$ cat config.mk
export PLATFORM = sky130hd
export DESIGN_NAME = three_term_recurrence_checksum_core
export DESIGN_NICKNAME = d
export VERILOG_FILES = /design/src/rtl/ttrc_pkg.sv /design/src/rtl/ttrc_step.sv /design/src/rtl/ttrc_out_reg.sv /design/src/rtl/three_term_recurrence_checksum_core.sv
export SDC_FILE = /design/constraint.sdc
export NUM_CORES = 1
export LEC_CHECK = 0
export ABC_CLOCK_PERIOD_IN_PS = 28900
export BUFFER_PORTS_ARGS = -buffer_cell sky130_fd_sc_hd__clkbuf_2
export CORE_MARGIN = 5
export CORE_UTILIZATION = 50
export DETAILED_ROUTE_END_ITERATION = 10
export PLACE_DENSITY = 0.66
export SKIP_CTS_REPAIR_TIMING = 1
export SYNTH_ARGS = -nofsm -noshare
export SYNTH_HDL_FRONTEND = slang
export SYNTH_HIERARCHICAL = 1
export SYNTH_SLANG_ARGS = --single-unit
$ cat constraint.sdc
create_clock -name clk -period 28.9 [get_ports clk]
set_input_delay 4.335 -clock clk [delete_from_list [all_inputs] [get_ports clk]]
set_output_delay 4.335 -clock clk [all_outputs]
set_load 0.02 [all_outputs]
$ cat src/rtl/ttrc_pkg.sv
// Package for the three-term recurrence checksum core.
// Holds the recurrence state type, its reset value, the constants of the recurrence
// and the fold that reduces a product difference modulo 65535. No dependencies.
package ttrc_pkg;

    localparam int ByteW = 8;
    localparam int TermW = 16;
    localparam int PosW  = 8;
    localparam int FactW = ByteW + 1;
    localparam int ProdW = FactW + TermW;

    localparam logic [TermW-1:0] TermMod    = 16'hFFFF;
    localparam logic [TermW-1:0] SeedOffset = 16'd7;
    localparam logic [PosW-1:0]  AlphaStep  = 8'd17;
    localparam logic [PosW-1:0]  BetaStep   = 8'd31;

    typedef struct packed {
        logic [TermW-1:0] prior;
        logic [TermW-1:0] current;
        logic [PosW-1:0]  pos;
        logic             at_start;
    } rec_state_t;

    localparam rec_state_t RecReset = '{
        prior:    16'd1,
        current:  16'd0,
        pos:      8'd0,
        at_start: 1'b1
    };

    // Since 65536 = 1 mod 65535, the upper and lower halves can be added.
    // The sum stays below twice the modulus, so one subtract finishes it.
    function automatic logic [TermW-1:0] fold_mod(input logic [ProdW-1:0] x);
        logic [TermW:0] s;
        s = {{(TermW+1-(ProdW-TermW)){1'b0}}, x[ProdW-1:TermW]} + {1'b0, x[TermW-1:0]};
        if (s >= {1'b0, TermMod})
        begin
            s = s - {1'b0, TermMod};
        end
        return s[TermW-1:0];
    endfunction

endpackage

$ cat src/rtl/ttrc_step.sv
// Next-state logic of the checksum recurrence for one message byte.
// Depends on ttrc_pkg for the state type, the constants and fold_mod.
module ttrc_step
    import ttrc_pkg::*;
(
    input  rec_state_t        cur,
    input  logic [ByteW-1:0]  data,
    output rec_state_t        nxt,
    output logic [TermW-1:0]  term
);

    logic [PosW-1:0]  alpha;
    logic [PosW-1:0]  beta;
    logic [FactW-1:0] factor;
    logic [ProdW-1:0] plus;
    logic [ProdW-1:0] minus;
    logic [ProdW-1:0] diff;
    logic             no_borrow;
    logic [TermW-1:0] r;
    logic [TermW-1:0] wrapped;

    always_comb
    begin
        alpha     = cur.pos * AlphaStep;
        beta      = cur.pos * BetaStep;
        factor    = {1'b0, data} + {1'b0, alpha};
        plus      = ProdW'(factor) * ProdW'(cur.current);
        minus     = ProdW'(beta) * ProdW'(cur.prior);
        no_borrow = plus >= minus;
        diff      = no_borrow ? (plus - minus) : (minus - plus);
        r         = fold_mod(diff);

        // A negative difference maps to 1 - r for r of zero or one, and to 65536 - r
        // for everything else.
        if (r == '0)
        begin
            wrapped = 16'd1;
        end
        else if (r == 16'd1)
        begin
            wrapped = '0;
        end
        else
        begin
            wrapped = '0 - r;
        end

        nxt     = cur;
        nxt.pos = cur.pos + 8'd1;
        if (cur.at_start)
        begin
            nxt.prior    = 16'd1;
            nxt.current  = {{(TermW-ByteW){1'b0}}, data} + SeedOffset;
            nxt.at_start = 1'b0;
        end
        else
        begin
            nxt.prior   = cur.current;
            nxt.current = no_borrow ? r : wrapped;
        end
        term = nxt.current;
    end

endmodule

$ cat src/rtl/ttrc_out_reg.sv
// Output register of the checksum core, holding one finished checksum until
// the receiver takes it. Depends on ttrc_pkg for the term width.
module ttrc_out_reg
    import ttrc_pkg::*;
(
    input  logic             clk,
    input  logic             rst_n,
    input  logic             load,
    input  logic [TermW-1:0] load_data,
    output logic             room,
    output logic             sum_valid,
    input  logic             sum_ready,
    output logic [TermW-1:0] checksum
);

    logic             valid_reg;
    logic             valid_next;
    logic [TermW-1:0] data_reg;

    // The register can take a new value when empty or when its transfer completes.
    assign room = !valid_reg || sum_ready;

    always_comb
    begin
        valid_next = valid_reg;
        if (load)
        begin
            valid_next = 1'b1;
        end
        else if (sum_ready)
        begin
            valid_next = 1'b0;
        end
    end

    always_ff @(posedge clk or negedge rst_n)
    begin
        if (!rst_n)
        begin
            valid_reg <= 1'b0;
        end
        else
        begin
            valid_reg <= valid_next;
        end
    end

    always_ff @(posedge clk)
    begin
        if (load)
        begin
            data_reg <= load_data;
        end
    end

    assign sum_valid = valid_reg;
    assign checksum  = data_reg;

endmodule

$ cat src/rtl/three_term_recurrence_checksum_core.sv
// Top level of the three-term recurrence checksum core.
// Depends on ttrc_pkg, ttrc_step and ttrc_out_reg.
//
// Usage:
//   Message bytes arrive on the byte channel (byte_valid, byte_ready, data_byte,
//   last_byte); last_byte marks the final byte of a message. One checksum per
//   message leaves on the sum channel (sum_valid, sum_ready, checksum).
//   A byte is registered at its transfer; when it advances from the input register
//   the recurrence step updates the term registers, and for a final byte the
//   checksum is loaded into the output register, from which it is offered.
//   Throughput is one byte per cycle while no final byte waits for room in the
//   output register; the recurrence loop holds two constant multiplies, two small
//   multipliers, a subtract and a fold modulo 65535.
//   Reset clears the input and output registers and rearms the recurrence for
//   the first byte of a new message; no checksum is pending after reset.
//   When the receiver stalls while a checksum waits, ordinary bytes keep flowing;
//   only a following final byte waits in the input register, and byte_ready
//   drops once that register is full and cannot drain.
module three_term_recurrence_checksum_core
    import ttrc_pkg::*;
(
    input  logic             clk,
    input  logic             rst_n,
    input  logic             byte_valid,
    output logic             byte_ready,
    input  logic [ByteW-1:0] data_byte,
    input  logic             last_byte,
    output logic             sum_valid,
    input  logic             sum_ready,
    output logic [TermW-1:0] checksum
);

    logic             hold_valid_reg;
    logic             hold_valid_next;
    logic [ByteW-1:0] hold_data_reg;
    logic             hold_last_reg;

    rec_state_t       state_reg;
    rec_state_t       state_next;
    rec_state_t       step_state;
    logic [TermW-1:0] step_term;

    logic             room;
    logic             advance;
    logic             take;

    ttrc_step u_step (
        .cur  (state_reg),
        .data (hold_data_reg),
        .nxt  (step_state),
        .term (step_term)
    );

    // A final byte needs space in the output register; other bytes always advance.
    assign advance    = hold_valid_reg && (!hold_last_reg || room);
    assign byte_ready = !hold_valid_reg || advance;
    assign take       = byte_valid && byte_ready;

    always_comb
    begin
        hold_valid_next = hold_valid_reg;
        if (take)
        begin
            hold_valid_next = 1'b1;
        end
        else if (advance)
        begin
            hold_valid_next = 1'b0;
        end

        state_next = state_reg;
        if (advance)
        begin
            state_next = hold_last_reg ? RecReset : step_state;
        end
    end

    always_ff @(posedge clk or negedge rst_n)
    begin
        if (!rst_n)
        begin
            hold_valid_reg <= 1'b0;
            state_reg      <= RecReset;
        end
        else
        begin
            hold_valid_reg <= hold_valid_next;
            state_reg      <= state_next;
        end
    end

    always_ff @(posedge clk)
    begin
        if (take)
        begin
            hold_data_reg <= data_byte;
            hold_last_reg <= last_byte;
        end
    end

    ttrc_out_reg u_out (
        .clk       (clk),
        .rst_n     (rst_n),
        .load      (advance && hold_last_reg),
        .load_data (step_term),
        .room      (room),
        .sum_valid (sum_valid),
        .sum_ready (sum_ready),
        .checksum  (checksum)
    );

endmodule
==> impl_metrics.py <==
metrics = {
    "worst_hold_path": {
        "hold_class": "reg -> reg",
    },
    "routing": {
        "dr_total_vias": 13169,
        "viasPerCell": 5.67,
        "dr.first_iter.drc_count": 895,
        "drc": 0,
        "drtPass1Iterations": 5,
        "wl_mm": 44.8,
        "ant_nets": 0,
        "wl_per_cell_um": 19.3,
    },
    "cells_and_area": {
        "num_antenna_cells": 0,
        "fin_util_pct": 52.4,
        "final_area_um2": 17000,
        "largest_reg_flops": 41,
        "drive_above_1_share_pct": 5.96,
        "area_growth_pct": 3.65,
        "nNetsFinal": 2256,
    },
    "clock_tree": {
        "clock-sinks": 68,
        "cts_tree": "done",
        "clkTransAtPathRegs_ns": 0.06,
        "htreeDepth": 3,
        "cts_root_buf": "clkbuf_16",
        "cts_buffer_depth": 2,
        "cts_made_buffers": 9,
        "clkLatencyLatePin_ns": 0.34,
    },
    "critical_path": {
        "path_buf_inv": 7,
        "crit_family": "compound AO/OA/AOI/OAI gates",
        "cp-start-kind": "flop",
        "path_max_fanout": 25,
        "crit_top_cell": "fa_1",
        "cpPeakStageDelay_ns": 0.93,
        "slowest_stage": "dfrtp_1",
        "worst-setup-path-type": "reg -> reg",
        "cp.arrival_ns": 17.67,
        "worst_setup_path_end_kind": "flop",
        "cp.required_ns": 29.13,
    },
    "logic_synthesis": {
        "postSynth.asyncResetShare_pct": 63.2,
        "synth_top_area_cell": "fa_1",
        "yosys.area_share.adder_pct": 37.0,
        "yosysMostFrequentCell": "inv_1",
        "synth_common_cells": "inv_1 (298), nand2_1 (200), fa_1 (197), ha_1 (171), and2_1 (127)",
        "ys_seq_elements": 68,
        "syn_area_um2": 16400,
        "synth_cell_type_count": 89,
        "synth-compound-area-share_pct": 15.9,
        "syn_inst": 1911,
        "synth_flop_cell": "dfrtp_1",
        "synth_xor_area_share_pct": 6.83,
        "synth-simple-area-share_pct": 18.3,
        "synth_top_area_share_pct": 24.0,
        "muxShareOfSynthArea_pct": 0.899,
        "netlist_top_cells_area": "fa_1 (24%), ha_1 (13%), inv_1 (6.8%)",
        "syn-num-nets": 2292,
        "ys.warnings.count": 6,
        "synth_edf_count": 25,
        "postSynthAreaPerCell_um2": 8.59,
        "ys_seq_area_share_pct": 11.1,
        "synth_top_family_by_area": "adder cells",
    },
    "place": {
        "io_buffers": 30,
        "placed_cell_area_um2": 16700,
        "gp_congestion": 0.953,
        "dp_hpwl_mm": 36.1,
    },
    "timing": {
        "skew_ns": 0.0110,
        "rsz0062_at_grt": "false",
        "timing.final.hold_violations": 0,
        "slew_headroom_pct": 18.1,
        "whs_ns": 0.548,
        "finalCriticalPeriod_ns": 17.44,
        "tightest_slew_ns": 1.22,
        "setup_viol": 0,
        "fin_crit_sh_pct": 60.4,
        "drv_slew": 0,
        "setup_tns_ns": 0,
        "clock.fmax_ghz": 0.0573,
    },
    "global_route": {
        "grt-ovfl-total": 0,
        "antenna_found_initial": 1,
        "grt_pass1_wl_mm": 72.3,
        "grt_usage_pct": 24.7,
        "grt_max_degree": 44,
        "grt_pass1_vias": 13466,
    },
    "die": {
        "dieArea_um2": 36600,
        "fp.dieW_um": 191,
        "ioPinCount": 31,
        "rows": 66,
        "start_util_pct": 50.6,
        "fp.coreArea_um2": 32500,
        "die_y_um": 191,
    },
    "outcome": {
        "outcome": "finished, final reports clean",
    },
    "run": {
        "max-cap-violations": 0,
    },
}
## per-stage QoR
stage	worst slack, ns	cells
3_5_place_dp	11.75	2306
2_1_floorplan	14.47	1911
4_1_cts	11.68	2322
3_3_place_gp	12.41	2306
6_report	11.46	2322
5_1_grt	10.37	2322
## cell families (layout without fill, tap and decap cells)
logic type	Yosys count	after routing
AND/OR/NAND/NOR	579	579
buffers and inverters	388	357
adder cells (fa/ha/maj)	368	368
AO/OA/AOI/OAI	365	365
XOR/XNOR	128	128
flip-flops	68	68
multiplexers	14	14
other	1	1
## layer usage
metal | global-route usage (%) | wire, um | share of wire [%] | up-vias
met2 | 40.5 | 21100 | 47 | 351
met3 | 2.59 | 2060 | 4.6 | 49
li1 | - | - | - | 6180
met1 | 35.5 | 20800 | 46 | 6589
met5 | 0 | 0 | 0 | -
met4 | 5.19 | 886 | 2.0 | 0
## cells in the final DEF (no fill, tap or decap), types with 15 or more instances in the layout
master,synthesis,layout
xor2_1,47,47
o21bai_1,29,29
nand3_1,26,26
inv_1,298,298
nor3_1,18,18
and3_1,16,16
fa_1,197,197
xnor2_1,81,81
a22o_1,39,39
and2_1,127,127
nand2_1,200,200
nor2b_1,57,57
nor2_1,58,57
dfrtp_1,41,41
a21o_1,31,31
a21oi_1,102,102
o21ai_0,34,34
ha_1,171,171
edfxtp_1,25,25
clkbuf_2,0,30
nand2b_1,15,15
## worst min-delay path: stages (launching register included)
cell,delay (ns)
dfstp_2,0.42
inv_1,0.07
a21oi_1,0.05
## cell type report
| cell class | instances | area [um^2] |
|---|---|---|
| inverters | 300 | 1130 |
| flip-flops and latches | 68 | 1830 |
| clock inverters | 7 | 80.1 |
| clock buffers | 9 | 225 |
| repair buffers | 41 | 233 |
| fillers | 3057 | 15400 |
| well taps | 442 | 553 |
| multi-input cells | 1455 | 13000 |
## path summary, 6_finish.rpt
path / cells after the start / slack [ns] / endpoint / from
setup / recovery: 61 / 11.46 / state_reg[16] / state_reg[1]
hold / removal: 2 / 0.55 / state_reg[25] / state_reg[25]
setup reg to reg: 61 / 11.46 / state_reg[16] / state_reg[1]
hold reg to reg: 2 / 0.55 / state_reg[25] / state_reg[25]
max in group asynchronous: 2 / 24.37 / state_reg[36] / rst_n
min in group asynchronous: 2 / 4.11 / state_reg[10] / rst_n
Power is not shown: default switching activity piles up to over one toggle a cycle in this logic, so the estimate is an artifact.
